## src/hw/rtl/bmp_rle8_run_decoder_macros.svh

```systemverilog
// Assertion helpers used by the datapath RTL.
`ifndef BMP_RLE8_RUN_DECODER_MACROS_SVH
`define BMP_RLE8_RUN_DECODER_MACROS_SVH

// Property must hold at every edge outside reset.
`define BRD_ASSERT(label, clk, rst, prop, msg) \
  label: assert property (@(posedge clk) disable iff (rst) (prop)) else $error(msg);

// Condition must never be true outside reset.
`define BRD_ASSERT_NEVER(label, clk, rst, cond, msg) \
  label: assert property (@(posedge clk) disable iff (rst) !(cond)) else $error(msg);

`endif

```

## src/hw/rtl/brd_pkg.sv

```systemverilog
package brd_pkg;

  localparam int DEF_MAX_WIDTH  = 4096;
  localparam int DEF_MAX_HEIGHT = 4096;

  localparam int CFG_W = 13;
  localparam int CFG_RESET_SIZE = 256;

  typedef struct packed {
    logic load_byte;
    logic mul_height;
    logic restart;
    logic decode;
    logic run_seg;
    logic dy_sub;
  } brd_cmd_t;

  typedef struct packed {
    logic out_busy;
    logic start_run;
    logic start_dy;
    logic run_last;
  } brd_status_t;

endpackage

```

## src/hw/rtl/brd_ctrl.sv

```systemverilog
module brd_ctrl import brd_pkg::*; (
  input  logic        clk,
  input  logic        rst,
  input  logic        in_valid,
  input  logic        in_sof,
  output logic        in_ready,
  input  brd_status_t status,
  output brd_cmd_t    cmd
);

  typedef enum logic [2:0] {
    S_IDLE,
    S_CLR_MUL,
    S_CLR_LOAD,
    S_DECODE,
    S_RUN,
    S_DY_SUB
  } state_t;

  state_t state;
  state_t state_next;

  always_comb begin
    cmd        = '0;
    state_next = state;
    unique case (state)
      S_IDLE: begin
        if (in_valid) begin
          cmd.load_byte = 1'b1;
          state_next    = in_sof ? S_CLR_MUL : S_DECODE;
        end
      end
      S_CLR_MUL: begin
        cmd.mul_height = 1'b1;
        state_next     = S_CLR_LOAD;
      end
      S_CLR_LOAD: begin
        cmd.restart = 1'b1;
        state_next  = S_DECODE;
      end
      S_DECODE: begin
        if (!status.out_busy) begin
          cmd.decode = 1'b1;
          if (status.start_run) state_next = S_RUN;
          else if (status.start_dy) state_next = S_DY_SUB;
          else state_next = S_IDLE;
        end
      end
      S_RUN: begin
        if (!status.out_busy) begin
          cmd.run_seg = 1'b1;
          if (status.run_last) state_next = S_IDLE;
        end
      end
      S_DY_SUB: begin
        cmd.dy_sub = 1'b1;
        state_next = S_IDLE;
      end
      default: state_next = S_IDLE;
    endcase
  end

  always_ff @(posedge clk) begin
    if (rst) begin
      state <= S_IDLE;
    end else begin
      state <= state_next;
    end
  end

  assign in_ready = (state == S_IDLE);

endmodule

```

## src/hw/rtl/brd_datapath.sv

```systemverilog
`include "bmp_rle8_run_decoder_macros.svh"

module brd_datapath import brd_pkg::*; #(
  parameter int MAX_WIDTH  = DEF_MAX_WIDTH,
  parameter int MAX_HEIGHT = DEF_MAX_HEIGHT
) (
  input  logic             clk,
  input  logic             rst,
  input  logic [CFG_W-1:0] image_width,
  input  logic [CFG_W-1:0] image_height,
  input  logic [7:0]       data_byte,
  input  brd_cmd_t         cmd,
  output brd_status_t      status,
  input  logic             out_ready,
  output logic             out_valid,
  output logic [1:0]       out_kind,
  output logic [23:0]      out_address,
  output logic [7:0]       out_run_length,
  output logic [7:0]       out_color_index,
  output logic             out_last
);

  typedef enum logic [2:0] {
    PH_COUNT = 3'd0,
    PH_VALUE = 3'd1,
    PH_DX    = 3'd2,
    PH_DY    = 3'd3,
    PH_LIT   = 3'd4,
    PH_PAD   = 3'd5
  } phase_t;

  localparam logic [1:0] KIND_RUN       = 2'd0;
  localparam logic [1:0] KIND_EOB       = 2'd1;
  localparam logic [1:0] KIND_EXHAUSTED = 2'd2;

  localparam logic [7:0] ESC_EOL   = 8'h00;
  localparam logic [7:0] ESC_EOB   = 8'h01;
  localparam logic [7:0] ESC_DELTA = 8'h02;

  localparam int COL_MAX_I = 8191;
  localparam int MAXW_I    = (MAX_WIDTH  > COL_MAX_I) ? COL_MAX_I : MAX_WIDTH;
  localparam int MAXH_I    = (MAX_HEIGHT > COL_MAX_I) ? COL_MAX_I : MAX_HEIGHT;
  localparam int RST_W     = (CFG_RESET_SIZE > MAXW_I) ? MAXW_I : CFG_RESET_SIZE;
  localparam int RST_H     = (CFG_RESET_SIZE > MAXH_I) ? MAXH_I : CFG_RESET_SIZE;
  localparam int ROW_NEED  = $clog2(longint'(MAXW_I) * longint'(MAXH_I)) + 1;
  localparam int ROW_W     = (ROW_NEED > 25) ? ROW_NEED : 25;
  localparam int RESET_OFFSET = RST_W * (RST_H - 1);

  localparam logic [CFG_W-1:0] MAXW_V  = CFG_W'(MAXW_I);
  localparam logic [CFG_W-1:0] MAXH_V  = CFG_W'(MAXH_I);
  localparam logic [CFG_W-1:0] MINW_V  = CFG_W'(8);
  localparam logic [CFG_W-1:0] COL_MAX = CFG_W'(COL_MAX_I);

  phase_t             phase;
  logic [7:0]         byte_q;
  logic [7:0]         count_hold;
  logic [7:0]         literal_left;
  logic               pad_pending;
  logic [ROW_W-1:0]   row_offset;
  logic [CFG_W-1:0]   column;
  logic               wrapped_last;
  logic               finished;
  logic [7:0]         run_left;
  logic [7:0]         run_color;
  logic [2*CFG_W-1:0] prod;

  logic [CFG_W-1:0] eff_w;
  logic [CFG_W-1:0] eff_h;
  logic [CFG_W-1:0] mul_op;
  logic [CFG_W-1:0] room;
  logic [7:0]       seg;
  logic [CFG_W:0]   col_sum;
  logic [CFG_W:0]   col_dx;
  logic             wraps;
  logic             row_neg;
  logic [23:0]      seg_addr;
  logic [7:0]       lit_next;
  logic             out_busy;
  logic             emit;
  logic [ROW_W-1:0] w_ext;

  assign eff_w = (image_width < MINW_V) ? MINW_V :
                 (image_width > MAXW_V) ? MAXW_V : image_width;
  assign eff_h = (image_height == '0) ? CFG_W'(1) :
                 (image_height > MAXH_V) ? MAXH_V : image_height;
  assign w_ext = ROW_W'(eff_w);

  assign mul_op = cmd.mul_height ? (eff_h - CFG_W'(1)) : CFG_W'(byte_q);

  assign row_neg  = row_offset[ROW_W-1];
  assign room     = eff_w - column;
  assign seg      = (column < eff_w) ?
                    ((CFG_W'(run_left) < room) ? run_left : room[7:0]) : 8'd1;
  assign col_sum  = {1'b0, column} + (CFG_W+1)'(seg);
  assign wraps    = col_sum >= {1'b0, eff_w};
  assign seg_addr = row_offset[23:0] + 24'(column);
  assign col_dx   = {1'b0, column} + (CFG_W+1)'(byte_q);
  assign lit_next = (literal_left != 8'd0) ? literal_left - 8'd1 : 8'd0;

  assign out_busy = out_valid && !out_ready;

  assign status.out_busy  = out_busy;
  assign status.start_run = !finished && !row_neg &&
                            ((phase == PH_VALUE && count_hold != 8'd0) || phase == PH_LIT);
  assign status.start_dy  = !finished && !row_neg && (phase == PH_DY);
  assign status.run_last  = row_neg || (seg == run_left);

  assign emit = cmd.run_seg ||
                (cmd.decode && !finished &&
                 (row_neg || (phase == PH_VALUE && count_hold == 8'd0 &&
                              byte_q == ESC_EOB)));

  always_ff @(posedge clk) begin
    prod <= (2*CFG_W)'(eff_w) * (2*CFG_W)'(mul_op);
    if (cmd.load_byte) byte_q <= data_byte;
  end

  always_ff @(posedge clk) begin
    if (rst) begin
      phase        <= PH_COUNT;
      count_hold   <= '0;
      literal_left <= '0;
      pad_pending  <= 1'b0;
      row_offset   <= ROW_W'(RESET_OFFSET);
      column       <= '0;
      wrapped_last <= 1'b0;
      finished     <= 1'b0;
      run_left     <= '0;
      out_valid    <= 1'b0;
    end else begin
      if (emit) out_valid <= 1'b1;
      else if (out_ready) out_valid <= 1'b0;

      if (cmd.restart) begin
        phase        <= PH_COUNT;
        count_hold   <= '0;
        literal_left <= '0;
        pad_pending  <= 1'b0;
        row_offset   <= ROW_W'(prod);
        column       <= '0;
        wrapped_last <= 1'b0;
        finished     <= 1'b0;
      end

      if (cmd.dy_sub) row_offset <= row_offset - ROW_W'(prod);

      if (cmd.decode && !finished) begin
        if (row_neg) begin
          finished        <= 1'b1;
          out_kind        <= KIND_EXHAUSTED;
          out_address     <= '0;
          out_run_length  <= '0;
          out_color_index <= '0;
          out_last        <= 1'b1;
        end else begin
          unique case (phase)
            PH_VALUE: begin
              phase <= PH_COUNT;
              if (count_hold != 8'd0) begin
                run_left  <= count_hold;
                run_color <= byte_q;
              end else if (byte_q == ESC_EOL) begin
                if (!wrapped_last) begin
                  column     <= '0;
                  row_offset <= row_offset - w_ext;
                end
              end else if (byte_q == ESC_EOB) begin
                finished        <= 1'b1;
                out_kind        <= KIND_EOB;
                out_address     <= '0;
                out_run_length  <= '0;
                out_color_index <= '0;
                out_last        <= 1'b1;
              end else if (byte_q == ESC_DELTA) begin
                phase <= PH_DX;
              end else begin
                literal_left <= byte_q;
                pad_pending  <= byte_q[0];
                phase        <= PH_LIT;
              end
            end
            PH_DX: begin
              column <= col_dx[CFG_W] ? COL_MAX : col_dx[CFG_W-1:0];
              phase  <= PH_DY;
            end
            PH_DY: phase <= PH_COUNT;
            PH_LIT: begin
              run_left     <= 8'd1;
              run_color    <= byte_q;
              literal_left <= lit_next;
              if (lit_next == 8'd0) begin
                phase       <= pad_pending ? PH_PAD : PH_COUNT;
                pad_pending <= 1'b0;
              end
            end
            PH_PAD: phase <= PH_COUNT;
            default: begin
              count_hold <= byte_q;
              phase      <= PH_VALUE;
            end
          endcase
        end
      end

      if (cmd.run_seg) begin
        if (row_neg) begin
          finished        <= 1'b1;
          run_left        <= '0;
          out_kind        <= KIND_EXHAUSTED;
          out_address     <= '0;
          out_run_length  <= '0;
          out_color_index <= '0;
          out_last        <= 1'b1;
        end else begin
          run_left        <= run_left - seg;
          out_kind        <= KIND_RUN;
          out_address     <= seg_addr;
          out_run_length  <= seg;
          out_color_index <= run_color;
          out_last        <= (seg == run_left);
          if (wraps) begin
            column       <= '0;
            row_offset   <= row_offset - w_ext;
            wrapped_last <= 1'b1;
          end else begin
            column       <= col_sum[CFG_W-1:0];
            wrapped_last <= 1'b0;
          end
        end
      end
    end
  end

  `BRD_ASSERT_NEVER(a_no_overwrite, clk, rst, emit && out_busy, "result overwritten while stalled")
  `BRD_ASSERT_NEVER(a_run_nonempty, clk, rst, cmd.run_seg && run_left == 8'd0, "segment with no pixels left")
  `BRD_ASSERT(a_marker_last, clk, rst, out_valid && out_kind != KIND_RUN |-> out_last, "marker without last")
  `BRD_ASSERT(a_seg_len, clk, rst, out_valid && out_kind == KIND_RUN |-> out_run_length != 8'd0, "empty run beat")

endmodule

```

## src/hw/rtl/bmp_rle8_run_decoder.sv

```systemverilog
// Channel   Dir  Handshake          Payload
// s_*       in   s_tvalid/s_tready  tdata: data_byte; tuser: start_of_image
// m_*       out  m_tvalid/m_tready  tdata: address, run_length, color_index;
//                                   tuser: kind; tlast: last
// apb       in   psel/penable       image_width @0x0, image_height @0x4
//
// A byte has an accept beat, then a decode step.
// start_of_image adds a size multiply and a state load; a delta adds a row subtract on its dy byte.
// Each run segment takes its own S_RUN step; a run splits at every row end (up to 33 beats per byte).
// The output register lets the decoder finish a byte while m_tready is low; the next byte
// is still accepted, but its decode step or the next segment waits for that beat.
// rst is synchronous and restores 256x256 with no clearing pass.
module bmp_rle8_run_decoder import brd_pkg::*; #(
  parameter int MAX_WIDTH  = DEF_MAX_WIDTH,
  parameter int MAX_HEIGHT = DEF_MAX_HEIGHT
) (
  input  logic        clk,
  input  logic        rst,
  input  logic        s_tvalid,
  output logic        s_tready,
  input  logic [7:0]  s_tdata,   // [7:0] data_byte
  input  logic        s_tuser,   // [0] start_of_image
  output logic        m_tvalid,
  input  logic        m_tready,
  output logic [39:0] m_tdata,   // [23:0] address, [31:24] run_length, [39:32] color_index
  output logic [1:0]  m_tuser,   // [1:0] kind
  output logic        m_tlast,
  input  logic        psel,
  input  logic        penable,
  input  logic        pwrite,
  input  logic [2:0]  paddr,
  input  logic [31:0] pwdata,
  output logic [31:0] prdata,
  output logic        pready
);

  localparam logic REG_IMAGE_WIDTH  = 1'b0;
  localparam logic REG_IMAGE_HEIGHT = 1'b1;

  logic [CFG_W-1:0] image_width;
  logic [CFG_W-1:0] image_height;
  logic             cfg_write;

  brd_cmd_t    cmd;
  brd_status_t status;

  logic [23:0] out_address;
  logic [7:0]  out_run_length;
  logic [7:0]  out_color_index;

  assign pready    = 1'b1;
  assign cfg_write = psel && penable && pwrite && pready;

  always_ff @(posedge clk) begin
    if (rst) begin
      image_width  <= CFG_W'(CFG_RESET_SIZE);
      image_height <= CFG_W'(CFG_RESET_SIZE);
    end else if (cfg_write) begin
      if (paddr[2] == REG_IMAGE_WIDTH) image_width <= pwdata[CFG_W-1:0];
      else image_height <= pwdata[CFG_W-1:0];
    end
  end

  assign prdata = (paddr[2] == REG_IMAGE_HEIGHT) ? 32'(image_height) : 32'(image_width);

  brd_ctrl u_ctrl (
    .clk      (clk),
    .rst      (rst),
    .in_valid (s_tvalid),
    .in_sof   (s_tuser),
    .in_ready (s_tready),
    .status   (status),
    .cmd      (cmd)
  );

  brd_datapath #(
    .MAX_WIDTH  (MAX_WIDTH),
    .MAX_HEIGHT (MAX_HEIGHT)
  ) u_datapath (
    .clk             (clk),
    .rst             (rst),
    .image_width     (image_width),
    .image_height    (image_height),
    .data_byte       (s_tdata),
    .cmd             (cmd),
    .status          (status),
    .out_ready       (m_tready),
    .out_valid       (m_tvalid),
    .out_kind        (m_tuser),
    .out_address     (out_address),
    .out_run_length  (out_run_length),
    .out_color_index (out_color_index),
    .out_last        (m_tlast)
  );

  assign m_tdata = {out_color_index, out_run_length, out_address};

endmodule
```

## config.mk

```make
export PLATFORM = sky130hd
export DESIGN_NAME = bmp_rle8_run_decoder
export DESIGN_NICKNAME = d
export VERILOG_FILES = /design/src/hw/rtl/brd_pkg.sv /design/src/hw/rtl/brd_ctrl.sv /design/src/hw/rtl/brd_datapath.sv /design/src/hw/rtl/bmp_rle8_run_decoder.sv
export VERILOG_INCLUDE_DIRS = /design/src /design/src/hw/rtl
export SDC_FILE = /design/constraint.sdc
export NUM_CORES = 1
export LEC_CHECK = 0
export BUFFER_PORTS_ARGS = -buffer_cell sky130_fd_sc_hd__clkbuf_2
export CAP_MARGIN = 10
export CORE_MARGIN = 10
export CORE_UTILIZATION = 57
export DETAILED_ROUTE_END_ITERATION = 10
export PLACE_DENSITY = 0.81
export SYNTH_ARGS = -nofsm -noshare
export SYNTH_HDL_FRONTEND = slang
export SYNTH_HIERARCHICAL = 1
export SYNTH_SLANG_ARGS = --single-unit
```

## constraint.sdc

```tcl
create_clock -name clk -period 7.45 [get_ports clk]
set_input_delay 1.49 -clock clk [delete_from_list [all_inputs] [get_ports clk]]
set_output_delay 1.49 -clock clk [all_outputs]
set_load 0.05 [all_outputs]
```

==> results.cfg, run 1 <==
[run_status]
status = finished, final reports clean

[global_route]
maximum_number_of_pins_on_one_net_before_global_route_repair = 71
first_pass_grt_wire_length_um = 88000
gr-usage-all-layers = 0.268
grt_antenna_before_repair = 1
grt_overflow_total = 0
number_of_global_route_vias_before_repair = 16600

[sta]
fmaxAchievable_mhz = 134
relSlewSlack = 0.307
timing.hold.ws_ps = 499
timing_hold_violations_final = 0
finClkSkew_ps = 17.3
layout_setup_ws_ps = 10.7
timing_max_transition_violations_final = 0
tightestPinTransition_ps = 1030
min_period_over_period = 0.999
post-route-min-period_ps = 7440
setup_repair_after_global_routing_missed_its_margin = yes
fin_tns_setup_ps = 0
timing.final.setup_violations = 0

[cts]
clock_transition_at_the_registers_of_the_reported_paths_ps = 70
clk_path_buf_depth = 2
cts.hold.buffers_added = 0
clk-insertion-delay-late_ps = 450
h-tree-depth = 4
tritoncts_clock_tree = built
cts_buffers = 17
cts.sinks = 182
cts_root_buffer = clkbuf_16

[logic_synthesis]
netlist_instances = 2231
synth-seq-area-share = 0.226
synth_async_sr_flop_share = 0
ys_ff_latch = 182
synthDominantCellAreaShare = 0.136
dominantRegCellSynth = dfxtp_1
synth_enable_flop_cells = 59
synthesis.yosys.warnings = 6
ys_types = 87
synth.cell_area_um2 = 18700
yosys-top-cells-area = fa_1 (14%), dfxtp_1 (13%), ha_1 (12%), edfxtp_1 (9.5%), inv_1 (5.1%)
synth_largest_area_cell = fa_1
syn-mean-instance-area_um2 = 8.40

[drt]
routed_wl_um = 55900
detailedRoute.firstPassIterationCount = 6
detail_route.vias_per_cell = 5.94
postRouteAntennaNets = 0
route.vias.total = 17000
drt-initial-drc-count = 1472
drcViolationCount = 0
wire_per_inst_um = 19.6

[pwr]
p_leak_uw = 0.00950
ir_worst_vdd_mv = 0.173
total_power_uw = 3200
power_per_cell_area_nw_per_um2 = 149

[finish]
area.sequential_um2 = 4240
multi_input_comb_area_um2 = 13500
num-nets-final = 2752
syn2layout_area_growth_pct = 15.1
stdcell_count = 2854
filler_cell_count = 2683
layout-drive-gt1-share = 0.169

[placed_design]
dp_worst_setup_slack_ps = -558
io_buffers = 87
dp.final_hpwl_um = 43400
dp.cells = 2803
routabilityCongestion = 1.04

[setup_path]
worstSetupEndpointType = register
cp.arrival_ps = 7740
timing.setup.critical_path_class = reg -> reg
crit_required_ps = 7750
critPathSlowestCell = dfxtp_2
crit_path_start_kind = register
crit_path_max_incr_delay_ps = 340
cp_max_fo = 8

[floorplanning]
die-area_um2 = 40500
die_w_um = 201
initial_utilization = 0.577
num_io_pins = 129
die_y_um = 201
placeableCoreArea_um2 = 32500
floorplan.rows = 66

[worst_hold_path]
hp_class = reg -> reg

[run]
cap_viol_max_count = 0
==> cell usage after synthesis, drive strengths merged, types with 5 or more instances <==
master,count
nand2b,63
a21boi,9
a21o,28
nand2,215
or3,18
a211oi,40
fa,127
o31a,8
o311ai,6
o21bai,11
a22oi,16
a31oi,13
nor2b,30
clkbuf,71
ha,176
o21ai,81
xor2,30
inv,257
nor3b,19
o22ai,5
o2111ai,5
mux2i,47
nand3,42
and2,30
and3,13
xnor2,80
nand4,10
nor4,18
buf,40
nor2,215
nor3,40
o21a,26
nand4b,5
or2,8
o31ai,9
mux2,25
dfxtp,123
o211ai,15
or4,6
edfxtp,59
a21oi,144
==> where the power goes <==
part           switching, uW  internal [uW]  leakage [uW]
Combinational            668            451       0.00773
Clock                    413            539      0.000294
Sequential              66.3           1070       0.00148
==> worst paths after layout <==
path	start	slack (ps)	end	cells after the start
max	image_width[10]$_SDFFE_PP0P_	10	u_datapath/row_offset[23]$_SDFF_PP0_	43
min	u_datapath/wrapped_last$_SDFF_PP0_	500	u_datapath/wrapped_last$_SDFF_PP0_	2
max reg2reg	image_width[10]$_SDFFE_PP0P_	10	u_datapath/row_offset[23]$_SDFF_PP0_	43
min reg2reg	u_datapath/wrapped_last$_SDFF_PP0_	500	u_datapath/wrapped_last$_SDFF_PP0_	2
==> critical path: cells and delay by family, from the launching register on <==
kind,cells,cell delay [ps]
AO/OA/AOI/OAI,13,2120
multiplexers,1,290
AND/OR/NAND/NOR,13,1870
buffers and inverters,9,1110
XOR/XNOR,2,250
flip-flops,1,340
adder cells (fa/ha/maj),5,1290
==> layout by cell type, fill, tap and decap left out, types with 27 or more instances in the layout <==
cell      count
a211oi_1     32
a21o_1       28
a21oi_1     132
buf_4       141
clkbuf_2     86
dfxtp_1     119
edfxtp_1     59
fa_1        125
ha_1        167
inv_1       248
mux2i_1      46
nand2_1     212
nand2b_1     60
nand3_1      41
nor2_1      212
nor2b_1      27
nor3_1       37
o21ai_0      64
xnor2_1      77
xor2_1       30
==> final cells by class <==
cell class,instances,share of cell area
multi-input combinational,1695,0.626
sequential,182,0.197
timing repair buffer,241,0.0782
inverter,261,0.0457
tap,442,0.0256
clock buffer,18,0.0204
clock inverter,14,0.00789
antenna,1,0.000116
==> through the flow <==
stage               utilization  instance area (um2)
detailed placement        0.626                20300
global placement          0.626                20300
CTS                       0.652                21200
global route              0.665                21600
floorplan                     -                18800
finish                    0.665                21600
==> logic make-up after synthesis <==
kind of cell	share of synthesized area
and+or+nand+nor	0.191
AOI/OAI and AO/OA	0.155
buffers and inverters	0.0814
adders and majority gates	0.254
DFF	0.226
xor gates and xnor gates	0.0514
muxes	0.0401
other	0.000401
==> layer usage <==
layer,wire [um],share of wire,global-route usage
met1,22300,0.40,0.339
met2,25600,0.46,0.430
met3,5410,0.097,0.0612
met4,2550,0.046,0.122
met5,0,0,0
==> state kept, by name (all words and copies together) (netlist names), 2 cells and up <==
signal	cells
u_datapath/prod	25
u_datapath/byte_q	8
u_datapath/phase	3
u_datapath/out_address	24
u_datapath/row_offset	25
u_datapath/out_kind	2
u_datapath/run_left	8
u_ctrl/state	3
u_datapath/out_run_length	8
u_datapath/run_color	8
u_datapath/count_hold	8
image_height	13
u_datapath/literal_left	8
image_width	13
u_datapath/out_color_index	8
u_datapath/column	13
==> repair_timing <==
item | CTS | global route
gates cloned | 0 | 2
setup buffers | 5 | 10
pin swaps | 26 | 35
gates resized for setup | 44 | 70
setup endpoints to repair | 39 | 48
Power figures use the tool's default switching activity.
==> run 2, diff against run 1 <==
--- a/config.mk
+++ b/config.mk
@@ -8,6 +8,7 @@
 export LEC_CHECK = 0
 export BUFFER_PORTS_ARGS = -buffer_cell sky130_fd_sc_hd__clkbuf_2
 export CAP_MARGIN = 10
+export CORE_ASPECT_RATIO = 1.5
 export CORE_MARGIN = 10
 export CORE_UTILIZATION = 57
 export DETAILED_ROUTE_END_ITERATION = 10
==> run 2 against run 1 <==
The run now ends with setup timing left. Highest routed layer unchanged. Critical path depth shrank 1. Total power down 0.40%. Largest cell class unchanged. Clock power is 2% lower. Sequential share of layout area hardly changed. First-iteration DRC count grew 15%. Fmax down 0.90%. Die area up 0.37%. Routed wire length up 4.1%. Final cell count decreased by 1.2%. Critical path type unchanged. Core utilization decreased by 0.11 points. Sequential cell count stayed put. Register-to-register slack worse by 70 ps.
==> results.cfg, run 2 (same netlist as run 1, synthesis figures left out) <==
[sta]
fmaxAchievable_mhz = 133
relSlewSlack = 0.236
timing_max_transition_violations_final = 0
min_period_over_period = 1.01
post-route-min-period_ps = 7510
layout_setup_ws_ps = -56.6
finClkSkew_ps = 21.5
timing.final.setup_violations = 11
timing.hold.ws_ps = 496
setup_repair_after_global_routing_missed_its_margin = yes
timing_hold_violations_final = 0
tightestPinTransition_ps = 1140

[setup_path]
cp.arrival_ps = 7870
timing.reg2reg.setup_slack_ps = -60
r2r.worst_path.cells = 42
worstSetupEndpointType = register
critPathSlowestCell = o32ai_4
crit_required_ps = 7810
reg2reg_from = image_width[8]$_SDFFE_PP1P_
crit_path_max_incr_delay_ps = 360
crit_path_start_kind = register
rr_endpoint = u_datapath/row_offset[14]$_SDFF_PP1_
timing.setup.critical_path_class = reg -> reg
cp_max_fo = 6

[placed_design]
routabilityCongestion = 1.00
placed_cell_area_um2 = 20300
dp.final_hpwl_um = 44800
io_buffers = 87

[cts]
cts_buffers = 17
cts_root_buffer = clkbuf_16
clk-insertion-delay-late_ps = 470
cts.sinks = 182
h-tree-depth = 4
clock_transition_at_the_registers_of_the_reported_paths_ps = 70
clk_path_buf_depth = 2
tritoncts_clock_tree = built
cts.hold.buffers_added = 0

[floorplanning]
die_w_um = 168
num_io_pins = 129
placeableCoreArea_um2 = 32500
floorplan.rows = 81
die_y_um = 242
die-area_um2 = 40700
initial_utilization = 0.576

[drt]
detail_route.vias_per_cell = 6.12
drcViolationCount = 0
drt-initial-drc-count = 1692
postRouteAntennaNets = 0
detailedRoute.firstPassIterationCount = 6
routed_wl_um = 58200
wire_per_inst_um = 20.6
route.vias.total = 17300

[run]
cap_viol_max_count = 0

[finish]
finish.instance_area_um2 = 21600
filler_cell_count = 2560
largest_registers = u_datapath/prod x25, u_datapath/row_offset x25, u_datapath/out_address x24
most_frequent_standard_cell_in_the_layout_excluding_fill_and_tap_cells = inv_1
num-nets-final = 2747
syn2layout_area_growth_pct = 15.2
final_cell_mix = inv_1 (248), nand2_1 (211), nor2_1 (209), ha_1 (166), buf_4 (133)
num_antenna_cells = 0
finish.utilization = 0.664
layout-drive-gt1-share = 0.171

[global_route]
grt_overflow_total = 0
number_of_global_route_vias_before_repair = 17300
gr-usage-all-layers = 0.275
maximum_number_of_pins_on_one_net_before_global_route_repair = 71
grt_antenna_before_repair = 0
first_pass_grt_wire_length_um = 90600

[pwr]
power_switching_uw = 1170
seq_power_share = 0.354
switching_share = 0.367
power.internal_uw = 2020
share_comb_of_total_power = 0.354
clock_power_share = 0.292
power_per_cell_area_nw_per_um2 = 148
ir_worst_vdd_mv = 0.161
total_power_uw = 3190
p_leak_uw = 0.00952

[run_status]
violations_in_the_final_reports = setup timing
status = finished with violations

[worst_hold_path]
hp_class = reg -> reg
worst_hold_path.endpoint = u_datapath/pad_pending$_SDFF_PP0_
worstHoldStart = u_datapath/pad_pending$_SDFF_PP0_
hold_depth = 2
-- run 2: worst max-delay path by stage --
| stage | startpoint | endpoint | cells after the start |
|---|---|---|---|
| finish | image_width[8]$_SDFFE_PP1P_ | u_datapath/row_offset[14]$_SDFF_PP1_ | 42 |
| global route | image_width[8]$_SDFFE_PP1P_ | u_datapath/row_offset[17]$_SDFF_PP0_ | 42 |
| CTS | image_width[8]$_SDFFE_PP1P_ | u_datapath/row_offset[15]$_SDFF_PP1_ | 39 |
| detailed placement | image_width[10]$_SDFFE_PP0P_ | u_datapath/row_offset[23]$_SDFF_PP0_ | 43 |
| global placement | image_width[10]$_SDFFE_PP0P_ | u_datapath/row_offset[24]$_SDFF_PP0_ | 42 |
| floorplan | image_width[10]$_SDFFE_PP0P_ | u_datapath/row_offset[13]$_SDFF_PP1_ | 43 |
-- run 2: critical path: cells and delay by family, from the launching register on --
| kind | cells | cell delay [ps] |
|---|---|---|
| XOR/XNOR | 2 | 390 |
| AND/OR/NAND/NOR | 12 | 1780 |
| flip-flops | 1 | 330 |
| adder cells (fa/ha/maj) | 5 | 1230 |
| buffers and inverters | 8 | 970 |
| AO/OA/AOI/OAI | 14 | 2380 |
| multiplexers | 1 | 300 |
-- run 2: power groups by stage --
stage / clock network [uW] / registers [uW] / logic [uW]
3_3_place_gp: 0 / 1150 / 1040
3_5_place_dp: 0 / 1150 / 1070
6_report: 933 / 1130 / 1130
4_1_cts: 939 / 1130 / 1090
2_1_floorplan: 0 / 1120 / 810
5_1_grt: 974 / 1130 / 1230
-- run 2: cell type report --
type | instances | area [um2] | share of cell area
clock buffers | 20 | 468 | 0.0217
clock inverters | 12 | 126 | 0.00585
inverters | 261 | 982 | 0.0455
multi-input cells | 1695 | 13600 | 0.628
flip-flops and latches | 182 | 4240 | 0.196
well taps | 415 | 519 | 0.0241
repair buffers | 236 | 1700 | 0.0786
-- run 2: through the flow --
step | worst slack, ps | instances | setup TNS [ps]
after global placement | -434 | 2770 | -11570
after global routing | -431 | 2821 | -12120
after CTS | 12.6 | 2814 | 0
after floorplan | 109 | 2249 | 0
final | -56.6 | 2821 | -226
after detailed placement | -580 | 2770 | -16790
-- run 2: what timing repair did --
item	4_1_cts	5_1_grt
cloned	3	0
buffers inserted	9	8
endpoints found under the setup margin	39	42
resized for setup	52	70
pin swaps	30	32
-- run 2: metal layers --
metal | GRT usage | part of all wire | wire, um | vias to the layer above
met2 | 0.494 | 0.51 | 30000 | 797
met4 | 0.201 | 0.077 | 4510 | 0
met3 | 0.0419 | 0.063 | 3670 | 271
met5 | 0 | 0 | 0 | -
li1 | - | - | - | 7867
met1 | 0.282 | 0.34 | 20100 | 8317
==> run 3, diff against run 2 <==
--- a/config.mk
+++ b/config.mk
@@ -8,12 +8,16 @@
 export LEC_CHECK = 0
 export BUFFER_PORTS_ARGS = -buffer_cell sky130_fd_sc_hd__clkbuf_2
 export CAP_MARGIN = 10
+export CELL_PAD_IN_SITES_DETAIL_PLACEMENT = 2
+export CELL_PAD_IN_SITES_GLOBAL_PLACEMENT = 2
 export CORE_ASPECT_RATIO = 1.5
 export CORE_MARGIN = 10
-export CORE_UTILIZATION = 57
+export CORE_UTILIZATION = 35
 export DETAILED_ROUTE_END_ITERATION = 10
 export PLACE_DENSITY = 0.81
+export RECOVER_POWER = 50
 export SYNTH_ARGS = -nofsm -noshare
 export SYNTH_HDL_FRONTEND = slang
 export SYNTH_HIERARCHICAL = 1
 export SYNTH_SLANG_ARGS = --single-unit
+export TNS_END_PERCENT = 100
==> run 3 against run 2 <==
The run still ends with setup timing left. Cell area increased by 7.4%. Total power up 15%. Global-route usage increased by 1.3 points. Fmax down 13%. Combinational power is 36% higher. Highest routed layer is now met5.
==> results.cfg, run 3 (same netlist as run 1, synthesis figures left out) <==
[run_status]
status = finished with violations
violations_in_the_final_reports = setup timing

[setup_path]
reg2reg_from = image_width[10]$_SDFFE_PP0P_
r2r.worst_path.cells = 41
timing.reg2reg.setup_slack_ps = -1190
timing.setup.critical_path_class = reg -> reg
cp.arrival_ps = 8940
critPathSlowestCell = nor3b_4
crit_path_start_kind = register
worstSetupEndpointType = register
crit_path_max_incr_delay_ps = 390
cp_max_fo = 6
rr_endpoint = u_datapath/column[8]$_SDFF_PP0_
crit_required_ps = 7750

[floorplanning]
die_w_um = 209
die-area_um2 = 63400
floorplan.rows = 103
die_y_um = 303
num_io_pins = 129
initial_utilization = 0.355
placeableCoreArea_um2 = 52800

[global_route]
maximum_number_of_pins_on_one_net_before_global_route_repair = 62
grt_overflow_total = 0
grt_most_used_layer = met2
gr-usage-all-layers = 0.288
number_of_global_route_vias_before_repair = 21800
first_pass_grt_wire_length_um = 140000
grt_util_met1 = 0.282
grt_antenna_before_repair = 3
grt_util_met3 = 0.0497
grtUsageMet2 = 0.525

[pwr]
power_per_cell_area_nw_per_um2 = 158
ir_worst_vdd_mv = 0.202
p_leak_uw = 0.0100

[cts]
cts_buffers = 17
clk_path_buf_depth = 2
clk-insertion-delay-late_ps = 480
cts_root_buffer = clkbuf_16
clock_transition_at_the_registers_of_the_reported_paths_ps = 90
tritoncts_clock_tree = built
cts.sinks = 182
h-tree-depth = 4
cts.hold.buffers_added = 0

[worst_hold_path]
worst_hold_path.endpoint = u_datapath/out_color_index[5]$_SDFFCE_PP0P_
hold_depth = 1
hp_class = reg -> reg
worstHoldStart = u_datapath/run_color[5]$_DFFE_PP_

[finish]
layout-drive-gt1-share = 0.232
filler_cell_count = 5758
num_antenna_cells = 0
largest_registers = u_datapath/prod x25, u_datapath/row_offset x25, u_datapath/out_address x24
syn2layout_area_growth_pct = 23.8
finish.utilization = 0.439
final_cell_mix = inv_1 (245), nand2_1 (205), nor2_1 (199), buf_4 (196), ha_1 (160)
most_frequent_standard_cell_in_the_layout_excluding_fill_and_tap_cells = inv_1
stdcell_count = 3166
num-nets-final = 2825

[drt]
detailedRoute.firstPassIterationCount = 6
postRouteAntennaNets = 0
drt-initial-drc-count = 1845
wire_per_inst_um = 35.0
detail_route.vias_per_cell = 6.36
route.vias.total = 20100
routed_wl_um = 111000
drcViolationCount = 0

[placed_design]
routabilityCongestion = 0.943
dp.final_hpwl_um = 62300
dp.cells = 3052
io_buffers = 87

[sta]
finClkSkew_ps = 21.3
post-route-min-period_ps = 8640
fmaxAchievable_mhz = 116
tightestPinTransition_ps = 1250
setup_repair_after_global_routing_missed_its_margin = yes
relSlewSlack = 0.161
layout_setup_ws_ps = -1190
timing_hold_violations_final = 0
min_period_over_period = 1.16
timing_max_transition_violations_final = 0
timing.final.setup_violations = 53

[run]
cap_viol_max_count = 0
==> run 3: changes by cell type in the layout (fill, tap and decap cells not counted), moves of 7 or more <==
cell,change
nor2_4,+7
nor2_1,-10
a21oi_1,-24
a211oi_1,-14
a21oi_2,+17
buf_6,+12
buf_4,+63
a21oi_4,+7
a211oi_2,+12
==> run 3: final cells by class <==
type,count,area [um2],share of cell area
clock buffer,18,450,0.0194
tap,682,853,0.0368
sequential,182,4250,0.183
multi-input combinational,1695,14200,0.612
timing repair buffer,314,2310,0.0995
inverter,261,992,0.0428
clock inverter,14,151,0.00653
==> run 3: critical path, delay by kind of cell, from the launching register on <==
family	cells	cell delay, ps
AO/OA/AOI/OAI	13	2760
buffers and inverters	8	1180
multiplexers	1	300
AND/OR/NAND/NOR	13	2280
flip-flops	1	360
adder cells (fa/ha/maj)	4	1130
XOR/XNOR	2	420
==> run 3: per-stage QoR <==
stage	hold slack, ps	cell area [um2]	power (uW)	setup TNS, ps	setup slack (ps)
2_1_floorplan	406	18800	1930	0	109
3_5_place_dp	507	20700	2330	-40800	-1220
4_1_cts	521	22400	3360	-9320	-391
6_report	537	23200	3670	-48370	-1190
3_3_place_gp	468	20700	2250	-21010	-702
5_1_grt	568	23200	3750	-56780	-1380
==> run 3: report_power, final <==
part	switching [uW]	internal, uW	total (uW)
registers	84.2	1070	1150
clock network	508	470	978
logic	1020	517	1540
==> run 3: routing by layer <==
| layer | part of all wire | wire length (um) |
|---|---|---|
| met5 | 0.00035 | 39 |
| met4 | 0.095 | 10500 |
| met3 | 0.069 | 7630 |
| met2 | 0.49 | 54700 |
| met1 | 0.34 | 38100 |
==> run 3: how the worst max path moves through the flow <==
stage	startpoint	end	slack, ps
after floorplan	image_width[10]$_SDFFE_PP0P_	u_datapath/row_offset[13]$_SDFF_PP1_	110
after global placement	image_width[10]$_SDFFE_PP0P_	u_datapath/row_offset[15]$_SDFF_PP1_	-700
after detailed placement	image_width[10]$_SDFFE_PP0P_	u_datapath/row_offset[15]$_SDFF_PP1_	-1220
after CTS	image_width[8]$_SDFFE_PP1P_	u_datapath/row_offset[14]$_SDFF_PP1_	-390
after global routing	image_width[10]$_SDFFE_PP0P_	u_datapath/row_offset[11]$_SDFF_PP1_	-1380
final	image_width[10]$_SDFFE_PP0P_	u_datapath/column[8]$_SDFF_PP0_	-1190
==> run 3: what timing repair did <==
action                                  CTS  global route
endpoints found under the setup margin   46            52
resized for setup                       159           136
pin swaps                                53            69
gates cloned                              2             0
buffers inserted                         49            36
